[src/rtl/fcr_pkg.sv]
// Shared types and constants of the frequency clock replacement directory.
`default_nettype none

package fcr_pkg;

  // Fixed field widths
  localparam int KEY_BITS  = 32;
  localparam int SLOT_BITS = 4;
  localparam int CAP_BITS  = 5;

  // Stream payload widths (packed, zero filled to whole bytes)
  localparam int IN_DATA_W  = 32;
  localparam int OUT_DATA_W = 40;

  // Configuration port
  localparam int APB_ADDR_W = 3;
  localparam int APB_DATA_W = 32;
  localparam logic [APB_ADDR_W-1:0] REG_CAPACITY = 3'd0;

  // Controller states
  typedef enum logic [1:0] {
    ST_IDLE,
    ST_MATCH,
    ST_WALK
  } fcr_state_t;

  // Commands from controller to datapath
  typedef struct packed {
    logic load;     // capture the incoming key
    logic upd_hit;  // bump the hit entry's counter and post the result
    logic fill;     // place the key in the next unused slot
    logic age;      // decrement the entry under the hand and advance
    logic evict;    // replace the entry under the hand
  } fcr_cmd_t;

  // Status from datapath to controller
  typedef struct packed {
    logic hit;       // key found in a valid slot
    logic room;      // an unused slot is left within capacity
    logic victim;    // entry under the hand may be evicted
    logic out_free;  // result register can take a new result
  } fcr_status_t;

endpackage

`default_nettype wire

[src/rtl/fcr_ctrl.sv]
// Controller state machine: sequences lookup, fill, aging walk and eviction.
`default_nettype none

module fcr_ctrl (
  input  wire logic                clk,
  input  wire logic                rst,
  input  wire logic                s_tvalid,
  output logic                     s_tready,
  input  wire fcr_pkg::fcr_status_t status,
  output fcr_pkg::fcr_cmd_t        cmd
);
  import fcr_pkg::*;

  fcr_state_t state;
  fcr_state_t state_next;

  // State register
  always_ff @(posedge clk) begin
    if (rst) begin
      state <= ST_IDLE;
    end else begin
      state <= state_next;
    end
  end

  // Next state and commands
  always_comb begin
    state_next = state;
    cmd        = '0;
    s_tready   = 1'b0;
    unique case (state)
      ST_IDLE: begin
        s_tready = 1'b1;
        if (s_tvalid) begin
          cmd.load   = 1'b1;
          state_next = ST_MATCH;
        end
      end
      ST_MATCH: begin
        // Commit only when the result register can take the result
        if (status.hit) begin
          if (status.out_free) begin
            cmd.upd_hit = 1'b1;
            state_next  = ST_IDLE;
          end
        end else if (status.room) begin
          if (status.out_free) begin
            cmd.fill   = 1'b1;
            state_next = ST_IDLE;
          end
        end else begin
          state_next = ST_WALK;
        end
      end
      ST_WALK: begin
        if (status.victim) begin
          if (status.out_free) begin
            cmd.evict  = 1'b1;
            state_next = ST_IDLE;
          end
        end else begin
          cmd.age = 1'b1;
        end
      end
      default: begin
        state_next = ST_IDLE;
      end
    endcase
  end

endmodule

`default_nettype wire

[src/rtl/fcr_datapath.sv]
// Datapath: slot storage, parallel key match, hand, fill count and result register.
`default_nettype none

module fcr_datapath #(
  parameter int ENTRIES   = 16,
  parameter int COUNT_MAX = 7
) (
  input  wire logic                                          clk,
  input  wire logic                                          rst,
  input  wire logic [fcr_pkg::KEY_BITS-1:0]                  key_in,
  input  wire logic [((ENTRIES + 1 > 32) ? $clog2(ENTRIES + 1) : 5)-1:0] cap_eff,
  input  wire fcr_pkg::fcr_cmd_t                             cmd,
  output fcr_pkg::fcr_status_t                               status,
  output logic                                               out_valid,
  input  wire logic                                          out_ready,
  output logic                                               res_hit,
  output logic                                               res_evicted,
  output logic [fcr_pkg::KEY_BITS-1:0]                       res_evicted_key,
  output logic [fcr_pkg::SLOT_BITS-1:0]                      res_slot
);
  import fcr_pkg::*;

  localparam int IDX_W  = $clog2(ENTRIES);
  localparam int FILL_W = $clog2(ENTRIES + 1);
  localparam int CW     = (ENTRIES + 1 > 32) ? $clog2(ENTRIES + 1) : 5;
  localparam int CNT_W  = $clog2(COUNT_MAX + 1);

  logic [KEY_BITS-1:0] keys [ENTRIES];
  logic                valid [ENTRIES];
  logic [CNT_W-1:0]    counts [ENTRIES];
  logic [IDX_W-1:0]    hand;
  logic [FILL_W-1:0]   fill_count;
  logic [KEY_BITS-1:0] key_q;

  logic [ENTRIES-1:0]  match;
  logic [IDX_W-1:0]    hit_idx;
  logic [IDX_W-1:0]    hand_eff;
  logic [IDX_W-1:0]    hand_adv;
  logic [IDX_W-1:0]    fill_idx;
  logic [FILL_W-1:0]   hand_plus;
  logic [IDX_W+SLOT_BITS-1:0] hit_slot_ext;
  logic [IDX_W+SLOT_BITS-1:0] fill_slot_ext;
  logic [IDX_W+SLOT_BITS-1:0] hand_slot_ext;
  logic                commit;

  // Compare the key against every valid slot at once
  always_comb begin
    hit_idx = '0;
    for (int i = 0; i < ENTRIES; i++) begin
      match[i] = valid[i] && (keys[i] == key_q);
      if (match[i]) begin
        hit_idx = hit_idx | IDX_W'(i);
      end
    end
  end

  // Hand restarts at slot zero when outside the filled slots
  always_comb begin
    hand_eff  = (FILL_W'(hand) >= fill_count) ? '0 : hand;
    hand_plus = FILL_W'(hand_eff) + FILL_W'(1);
    hand_adv  = (hand_plus < fill_count) ? hand_plus[IDX_W-1:0] : '0;
    fill_idx  = fill_count[IDX_W-1:0];
  end

  // Slot numbers as reported on the result
  assign hit_slot_ext  = {{SLOT_BITS{1'b0}}, hit_idx};
  assign fill_slot_ext = {{SLOT_BITS{1'b0}}, fill_idx};
  assign hand_slot_ext = {{SLOT_BITS{1'b0}}, hand_eff};

  assign commit = cmd.upd_hit | cmd.fill | cmd.evict;

  // Status toward the controller
  always_comb begin
    status.hit      = |match;
    status.room     = CW'(fill_count) < cap_eff;
    status.victim   = counts[hand_eff] <= CNT_W'(1);
    status.out_free = !out_valid || out_ready;
  end

  // Capture the requested key
  always_ff @(posedge clk) begin
    if (cmd.load) begin
      key_q <= key_in;
    end
  end

  // Slot keys carry no reset; valid bits guard them
  always_ff @(posedge clk) begin
    if (cmd.fill) begin
      keys[fill_idx] <= key_q;
    end else if (cmd.evict) begin
      keys[hand_eff] <= key_q;
    end
  end

  // Valid bits, counters, hand and fill count
  always_ff @(posedge clk) begin
    if (rst) begin
      for (int i = 0; i < ENTRIES; i++) begin
        valid[i]  <= 1'b0;
        counts[i] <= '0;
      end
      hand       <= '0;
      fill_count <= '0;
    end else begin
      if (cmd.upd_hit) begin
        if (counts[hit_idx] < CNT_W'(COUNT_MAX)) begin
          counts[hit_idx] <= counts[hit_idx] + CNT_W'(1);
        end
      end
      if (cmd.fill) begin
        valid[fill_idx]  <= 1'b1;
        counts[fill_idx] <= CNT_W'(1);
        fill_count       <= fill_count + FILL_W'(1);
      end
      if (cmd.age) begin
        counts[hand_eff] <= counts[hand_eff] - CNT_W'(1);
        hand             <= hand_adv;
      end
      if (cmd.evict) begin
        valid[hand_eff]  <= 1'b1;
        counts[hand_eff] <= CNT_W'(1);
        hand             <= hand_adv;
      end
    end
  end

  // Result register: hold until the transfer completes
  always_ff @(posedge clk) begin
    if (rst) begin
      out_valid <= 1'b0;
    end else if (commit) begin
      out_valid <= 1'b1;
    end else if (out_ready) begin
      out_valid <= 1'b0;
    end
  end

  always_ff @(posedge clk) begin
    if (cmd.upd_hit) begin
      res_hit         <= 1'b1;
      res_evicted     <= 1'b0;
      res_evicted_key <= '0;
      res_slot        <= hit_slot_ext[SLOT_BITS-1:0];
    end else if (cmd.fill) begin
      res_hit         <= 1'b0;
      res_evicted     <= 1'b0;
      res_evicted_key <= '0;
      res_slot        <= fill_slot_ext[SLOT_BITS-1:0];
    end else if (cmd.evict) begin
      res_hit         <= 1'b0;
      res_evicted     <= 1'b1;
      res_evicted_key <= keys[hand_eff];
      res_slot        <= hand_slot_ext[SLOT_BITS-1:0];
    end
  end

endmodule

`default_nettype wire

[src/rtl/frequency_clock_replacement.sv]
// Top level: frequency-counting clock replacement directory with stream and APB ports.
//
// Fully associative directory of ENTRIES keys with saturating access counters
// (1..COUNT_MAX). Each key on the input stream yields one result: hit, evicted,
// the evicted key (zero when none) and the slot that holds the key afterwards.
// A hit or a fill into an unused slot takes the key in the idle state, then
// does the parallel match and the update in the match state. A miss with the
// directory full goes on to the walk state, where the hand ages one entry at a
// time from its current position until it finds an entry that it may evict.
// Each commit waits until the result register can take the result. The next key
// is taken while a finished result still waits on the output. The capacity
// register (byte address 0, bits 4:0) limits the number of slots that fills
// may take; zero acts as one, values above ENTRIES as ENTRIES, and its reset
// value is ENTRIES.
`default_nettype none

module frequency_clock_replacement #(
  parameter int ENTRIES   = 16,
  parameter int COUNT_MAX = 7
) (
  input  wire logic                             clk,
  input  wire logic                             rst,
  // tdata: key[31:0]
  input  wire logic                             s_tvalid,
  output logic                                  s_tready,
  input  wire logic [fcr_pkg::IN_DATA_W-1:0]    s_tdata,
  // tdata: hit[0], evicted[1], evicted_key[33:2], slot[37:34], zero[39:38]
  output logic                                  m_tvalid,
  input  wire logic                             m_tready,
  output logic [fcr_pkg::OUT_DATA_W-1:0]        m_tdata,
  // configuration port
  input  wire logic                             psel,
  input  wire logic                             penable,
  input  wire logic                             pwrite,
  input  wire logic [fcr_pkg::APB_ADDR_W-1:0]   paddr,
  input  wire logic [fcr_pkg::APB_DATA_W-1:0]   pwdata,
  output logic [fcr_pkg::APB_DATA_W-1:0]        prdata,
  output logic                                  pready
);
  import fcr_pkg::*;

  localparam int CW = (ENTRIES + 1 > 32) ? $clog2(ENTRIES + 1) : 5;

  logic [CW-1:0]         capacity;
  logic [CW-1:0]         cap_eff;
  logic                  cfg_wr;
  logic                  cap_sel;
  fcr_cmd_t              cmd;
  fcr_status_t           status;
  logic                  res_hit;
  logic                  res_evicted;
  logic [KEY_BITS-1:0]   res_evicted_key;
  logic [SLOT_BITS-1:0]  res_slot;

  // Configuration register access
  assign pready  = 1'b1;
  assign cap_sel = (paddr[2:2] == REG_CAPACITY[2:2]);
  assign cfg_wr  = psel && penable && pwrite && pready && cap_sel;

  always_ff @(posedge clk) begin
    if (rst) begin
      capacity <= CW'(ENTRIES);
    end else if (cfg_wr) begin
      capacity <= CW'(pwdata[CAP_BITS-1:0]);
    end
  end

  assign prdata = cap_sel ? APB_DATA_W'(capacity) : '0;

  // Clamp capacity into one..ENTRIES
  always_comb begin
    if (capacity == '0) begin
      cap_eff = CW'(1);
    end else if (capacity > CW'(ENTRIES)) begin
      cap_eff = CW'(ENTRIES);
    end else begin
      cap_eff = capacity;
    end
  end

  fcr_ctrl u_ctrl (
    .clk      (clk),
    .rst      (rst),
    .s_tvalid (s_tvalid),
    .s_tready (s_tready),
    .status   (status),
    .cmd      (cmd)
  );

  fcr_datapath #(
    .ENTRIES   (ENTRIES),
    .COUNT_MAX (COUNT_MAX)
  ) u_datapath (
    .clk             (clk),
    .rst             (rst),
    .key_in          (s_tdata[KEY_BITS-1:0]),
    .cap_eff         (cap_eff),
    .cmd             (cmd),
    .status          (status),
    .out_valid       (m_tvalid),
    .out_ready       (m_tready),
    .res_hit         (res_hit),
    .res_evicted     (res_evicted),
    .res_evicted_key (res_evicted_key),
    .res_slot        (res_slot)
  );

  // Pack the result fields
  assign m_tdata = {2'b00, res_slot, res_evicted_key, res_evicted, res_hit};

  // A hit never evicts
  assert property (@(posedge clk) disable iff (rst)
    m_tvalid |-> !(m_tdata[0] && m_tdata[1]))
    else $error("hit and eviction reported together");

  // No eviction means a zero evicted key
  assert property (@(posedge clk) disable iff (rst)
    (m_tvalid && !m_tdata[1]) |-> (m_tdata[33:2] == '0))
    else $error("evicted key set without eviction");

  // One key at a time: a transfer in closes the input until the result is posted
  assert property (@(posedge clk) disable iff (rst)
    (s_tvalid && s_tready) |=> !s_tready)
    else $error("input taken while a key is in work");

  // Datapath commands never overlap
  assert property (@(posedge clk) disable iff (rst)
    $onehot0({cmd.load, cmd.upd_hit, cmd.fill, cmd.age, cmd.evict}))
    else $error("overlapping datapath commands");

endmodule

`default_nettype wire

[config.mk]
export PLATFORM = sky130hd
export DESIGN_NAME = frequency_clock_replacement
export DESIGN_NICKNAME = d
export VERILOG_FILES = /design/src/rtl/fcr_pkg.sv /design/src/rtl/fcr_ctrl.sv /design/src/rtl/fcr_datapath.sv /design/src/rtl/frequency_clock_replacement.sv
export SDC_FILE = /design/constraint.sdc
export NUM_CORES = 2
export LEC_CHECK = 0
export BUFFER_PORTS_ARGS = -buffer_cell sky130_fd_sc_hd__clkbuf_2
export CORE_ASPECT_RATIO = 1.25
export CORE_MARGIN = 8
export CORE_UTILIZATION = 41
export CTS_CLUSTER_DIAMETER = 50
export CTS_CLUSTER_SIZE = 20
export DETAILED_ROUTE_END_ITERATION = 16
export PLACE_DENSITY_LB_ADDON = 0.08
export SETUP_SLACK_MARGIN = 0.15
export SYNTH_ARGS = -nofsm -noshare
export SYNTH_HDL_FRONTEND = slang
export SYNTH_SLANG_ARGS = --single-unit
[constraint.sdc]
create_clock -name clk -period 6.6 [get_ports clk]
set_input_delay 0.33 -clock clk [delete_from_list [all_inputs] [get_ports clk]]
set_output_delay 0.33 -clock clk [all_outputs]
set_load 0.05 [all_outputs]
# ---- After elaboration in Yosys (flattened, before gate mapping)
# Memories as Yosys holds them, arrays and structs flattened. A register that Yosys moved wholly into a read port is not among the register bits.
# Cells that the tools add are included.
dict set report word_totals {
  regBits 55
  ram_bits 576
  in_bits 74
  word_cells 165
  mem_count 3
}
# name depth width read_ports rd_clocked_by_memory_dff write_ports line_no
set memory_table {}
lappend memory_table {u_datapath.keys 16 32 17 1 1 fcr_datapath.sv:28} ;# logic [KEY_BITS-1:0] keys [ENTRIES];
lappend memory_table {u_datapath.counts 16 3 2 0 16 fcr_datapath.sv:30} ;# logic [CNT_W-1:0] counts [ENTRIES];
lappend memory_table {u_datapath.valid 16 1 16 0 16 fcr_datapath.sv:29} ;# logic valid [ENTRIES];
dict set report op_classes {
  n_addsub 4
  order_cmp 6
  eq_ne 20
  mux 83
  bitwise 4
  n_reduce_logical 36
}
# cell n
set ops {}
lappend ops {{$eq A32 B32 Y1} 16}
lappend ops {{$mux W4} 21}
lappend ops {{$mux W1} 40}
lappend ops {{$mux W32} 1}
lappend ops {{$reduce_or A32 Y1} 1}
lappend ops {{$mux W3} 8}
lappend ops {{$logic_and A1 B1 Y1} 19}
lappend ops {{$mux W2} 9}
lappend ops {{$reduce_or A16 Y1} 1}
lappend ops {{$mux W5} 3}
lappend ops {{$lt A5 B5 Y1} 2}
lappend ops {{$reduce_or A3 Y1} 3}
lappend ops {{$pmux W2 S3} 1}
lappend ops {{$reduce_bool A2 Y1} 3}
lappend ops {{$add A4 B1 Y5 const B} 1}
lappend ops {{$add A5 B1 Y5 const B} 1}
lappend ops {{$ge A4 B5 Y1} 1}
lappend ops {{$gt A5 B5 Y1 const B} 1}
lappend ops {{$logic_not A5 Y1} 1}
lappend ops {{$ne A2 B2 Y1 const B} 2}
lappend ops {{$add A3 B1 Y3 const B} 1}
lappend ops {{$le A3 B1 Y1 const B} 1}
lappend ops {{$lt A3 B3 Y1 const B} 1}
lappend ops {{$or A1 B1 Y1} 3}
lappend ops {{11 further kinds} 12}

# ---- Longest topological paths before layout
# An unclocked memory read counts as a cell.
dict set report depth {
  ltp_word 28
  depth_mapped 24
  mapped_depth_nobuf 19
}

# ---- Cells and area by module
# From an unflattened synthesis, not the netlist that was laid out.
dict set report hier_totals {
  cells_unflattened 2706
  area_unflattened_um2 33604.7
}
# mod instances cells_per_inst area_each_um2 seq_area_each_um2
set by_module_without_submodules {}
lappend by_module_without_submodules {fcr_datapath 1 2618 32902.8 19098.3}
lappend by_module_without_submodules {frequency_clock_replacement 1 69 556.8 100.1}
lappend by_module_without_submodules {fcr_ctrl 1 19 145.1 40.0}

# ---- Worst setup path after synthesis
# No wires, ideal clock.
dict set report synth_timing {
  kind {register to register}
  startpoint {reg u_datapath.hand[0]}
  endpoint {mem u_datapath.keys[12][0] (enable)}
  arrival_time_ps 5786
  t_required_ps 6179
  slack_ps 393
  path_stages_with_launch 24
  period_less_slack_ps 6207
  cell_sequence {dfxtp_1 buf_2 inv_1 clkbuf_1 clkbuf_1 clkbuf_1 ha_1 nand2b_1 a211o_1 a21oi_2 nand2_1 clkinv_1 a221oi_1 a211o_1 nand2_1 ha_1 nor2_1 a311oi_2 and2_1 nand2_1 clkbuf_1 o22ai_1 nand2_1 nor2_1}
}
dict set report synth_between {
  elab_chain_cells 11
  elab_cells_between_ends 12
  cone_classes {order compare: 2; mux: 8; reduce/logical: 1; memory: 1}
}
# item line_no
set synth_lines {}
lappend synth_lines {{from (decl)} fcr_datapath.sv:31} ;# logic [IDX_W-1:0] hand;
lappend synth_lines {{from (signal assigned)} fcr_datapath.sv:118} ;# hand <= hand_adv;
lappend synth_lines {{from (signal assigned)} fcr_datapath.sv:123} ;# hand <= hand_adv;
lappend synth_lines {{$ge A4 B5 Y1} fcr_datapath.sv:59} ;# hand_eff = (FILL_W'(hand) >= fill_count) ? '0 : hand;
lappend synth_lines {{$mux W4 (*)} fcr_datapath.sv:59}
lappend synth_lines {{$mem_v2 Z16 W3} --}
lappend synth_lines {{$le A3 B1 Y1} fcr_datapath.sv:76} ;# status.victim = counts[hand_eff] <= CNT_W'(1);
lappend synth_lines {{$mux W1} fcr_ctrl.sv:56} ;# if (status.victim) begin
lappend synth_lines {{$mux W2} fcr_ctrl.sv:31} ;# unique case (state)
lappend synth_lines {{$mux W1} fcr_datapath.sv:91} ;# end else if (cmd.evict) begin
lappend synth_lines {{$mux W1} fcr_datapath.sv:89} ;# if (cmd.fill) begin
lappend synth_lines {{$mux W1 (implied by the code)} fcr_datapath.sv:92} ;# keys[hand_eff] <= key_q;
lappend synth_lines {{$reduce_or A32 Y1 (no source line)} --}
lappend synth_lines {{$mux W4 (no source line) or $mux W1 (tied branches)} --}
lappend synth_lines {{to (decl)} fcr_datapath.sv:28}
# Every way passes the cells marked *; elsewhere a longest branch is shown, timed or not.

==> impl_metrics.yaml <==
sta:
  finClkSkew_ps: 50.69
  tightest_slew_ps: 1131
  fin_tns_setup_ps: 0
  fin_crit_sh_pct: 88.79
  grt_setup_unrepaired: "no"
  setup_viol: 0
  relSlewSlack_pct: 23.64
  fmax_ghz: 0.1707
  layout_min_cycle_time_ps: 5860
  finalHoldViolations: 0
  drv_slew: 0
clock_network:
  cts_num_sinks: 663
  root_buffer: "clkbuf_16"
  cts_buffer_depth: 3
  h-tree-depth: 3
  cts_setup_buffers: 0
  cts_resized: 0
  insertion_delay_ps: 660
  cts_buffers: 76
  cts_tree: "built"
  clk_pin_slew_worst_paths_ps: 70
routing:
  dr.pass1.iters: 7
  postRouteAntennaNets: 0
  vias_per_cell: 6.051
  vias: 26920
  routedWlPerCell_um: 32.38
  routed_wl_um: 144000
  drt_iter0_markers: 2942
  drc: 0
run_status:
  status: "finished clean"
logic_synthesis:
  synthXorXnorAreaFrac_pct: 12.91
  synth_ff_type: "edfxtp_1"
  synth_edf_count: 596
  synth_area_leader_cell: "edfxtp_1"
  post_synth_num_cell_types: 83
  synthArstFlopShare_pct: 0
  syn_avg_cell_area_um2: 11.14
  yosysWarnings: 0
  synth_top_family_by_area: "simple AND/OR/NAND/NOR gates"
  ys_seq_area_share_pct: 54.95
  yosysTopAreaCellShare_pct: 51.11
  syn_inst: 3143
  synth_adder_area_share_pct: 0.6075
  synthSimpleGateAreaFrac_pct: 18.28
  mappedNetlistArea_um2: 35010
  synth-compound-area-share_pct: 7.075
  ys_seq_elements: 663
  synthMuxAreaShare_pct: 1.965
  synth.area.top_cells: "edfxtp_1, xor2_1, nand2_1"
place:
  placed_cell_area_um2: 37250
  dp_cells: 4269
  dp_hpwl_um: 103600
  io_buffers: 89
  gp_congestion: 0.9488
cells_and_area:
  area_growth_pct: 15.22
  final_cell_area_um2: 40340
  nets: 3377
  drive_gt1_share_pct: 13.65
  fin_cells: 4449
  n_fill_cell: 7823
power:
  peakVddDrop_v: 0.0002790
  power_leakage_nw: 13.64
  power.density_nw_per_um2: 249.3
  power.total_mw: 10.06
die:
  die_y_um: 342.7
  die_area_um2: 95070
  rows: 120
  coreArea_um2: 85130
  ios: 149
  fp.dieW_um: 277.4
  start_util_pct: 41.13
grt:
  grt_max_degree: 136
  grt_overflow_total: 0
  grt_util_all_layers_pct: 29.47
  grt_first_pass_wirelength_um: 201500
  grt_pass1_vias: 26494
  antenna_found_initial: 1
worst_setup_path:
  cp_max_fo: 16
  worst_ep_required_time_ps: 6950
  rr_startpoint: "u_datapath.key_q[16]$_DFFE_PP_"
  criticalPathCategory: "flop to flop"
  critPathLaunchType: "flop"
  critPathLaunch: "u_datapath.key_q[16]$_DFFE_PP_"
  arrival_ps: 6210
  cp-end-kind: "flop"
worst_hold_path:
  hold_path.startpoint: "s_tvalid"
  min_path_type: "input port to flop"
flow_run:
  drv_cap: 0
==> layout by cell type (no fill, tap or decap), drive strengths merged, types with 30 or more instances in the layout <==
cell and n:
nor4 134, nand3 263, a311oi 34, dfxtp 67, inv 58, clkbuf 171, o21ai 37, a211oi 40
buf 155, nand2 486, mux2i 44, xnor2 186, nor2 59, a2111oi 32, conb 30, nor2b 46
nor3 79, a21oi 57, edfxtp 596, o311ai 32, dlygate4sd3 37, and3 37, nand4 89, xor2 330
==> what timing repair did <==
action | 4_1_cts | 5_1_grt
endpoints found under the hold margin | 37 | 0
endpoints found under the setup margin | 0 | 0
hold buffers | 37 | 0
==> stage by stage <==
| stage | setup slack (ps) | hold slack (ps) | utilization [%] |
|---|---|---|---|
| after floorplan | 392.6 | 422.8 | - |
| after global placement | 776.6 | 445.8 | 43.75 |
| after detailed placement | 767.6 | 447.0 | 43.75 |
| after CTS | 723.7 | 118.3 | 47.38 |
| after global routing | 425.6 | 157.9 | 47.38 |
| final | 740.0 | 142.4 | 47.39 |
==> report_power, final <==
part | total (mW) | switching (mW) | internal [mW]
Combinational | 0.781 | 0.548 | 0.234
Sequential | 4.70 | 0.0752 | 4.62
Clock | 4.58 | 2.08 | 2.50
Total | 10.1 | 2.70 | 7.36
==> worst paths after layout <==
kind	endpoint	slack, ps	cells past startpoint
max	u_datapath.counts[9][2]$_SDFFCE_PN0P_	740	15
min	u_ctrl.state[0]$_SDFFE_PP0P_	140	4
max reg2reg	u_datapath.counts[9][2]$_SDFFCE_PN0P_	740	15
min reg2reg	u_datapath.res_hit$_SDFFE_PP1P_	460	2
==> state kept, by name, summed over array words and instances, names as in the netlist, 5 cells and up <==
signal	flops
capacity	5
u_datapath.counts	48
u_datapath.fill_count	5
u_datapath.key_q	32
u_datapath.keys	512
u_datapath.res_evicted_key	32
u_datapath.valid	16
==> Yosys cell counts (all sizes together) (13+ instances only) <==
| master | instances |
|---|---|
| edfxtp | 596 |
| o21ai | 37 |
| a211oi | 40 |
| a21oi | 57 |
| nor3 | 79 |
| a311oi | 34 |
| o2bb2ai | 16 |
| and3 | 37 |
| or4 | 14 |
| mux2i | 44 |
| nand4b | 13 |
| nor4b | 13 |
| nor2 | 59 |
| buf | 130 |
| dfxtp | 67 |
| xor2 | 330 |
| a31oi | 17 |
| clkbuf | 114 |
| nand2 | 486 |
| nand4 | 89 |
| nand3 | 263 |
| nor4 | 134 |
| nor2b | 46 |
| a2111oi | 32 |
| xnor2 | 186 |
| ha | 17 |
| inv | 29 |
| o311ai | 32 |
==> cell type report <==
cell class / count / area, um2 / area share [%]
Tap cell: 1098 / 1374 / 3.406
Antenna cell: 2 / 5.005 / 0.01241
Clock buffer: 82 / 2009 / 4.981
Clock inverter: 59 / 708.2 / 1.755
Sequential cell: 663 / 19240 / 47.70
Multi-Input combinational cell: 2234 / 14570 / 36.11
Timing Repair Buffer: 281 / 2317 / 5.744
Inverter: 30 / 115.1 / 0.2853
==> metal layers <==
metal	wire, um	global-route usage, %
met5	0	0
met4	7683	14.20
met3	8791	3.802
met2	69750	49.98
met1	57810	37.16
==> critical path, stage by stage (launching register included) <==
cell      delay (ps)
edfxtp_1         810
buf_4            410
xor2_1           310
nor4_1           110
and3_1           190
nand3_1          350
nand4_1          350
nor4_1           930
buf_4            280
and3_1           350
a31oi_1          150
or3b_1           420
o31ai_1          270
nand2_1          250
o21ai_0          210
buf_4            160
==> cells by family after synthesis <==
| kind of cell | Yosys count |
|---|---|
| AO/OA/AOI/OAI | 330 |
| XOR/XNOR | 516 |
| adder cells (fa/ha/maj) | 17 |
| buffers and inverters | 274 |
| flip-flops | 663 |
| multiplexers | 59 |
| other | 2 |
| AND/OR/NAND/NOR | 1282 |
Power figures use the tool's default switching activity.
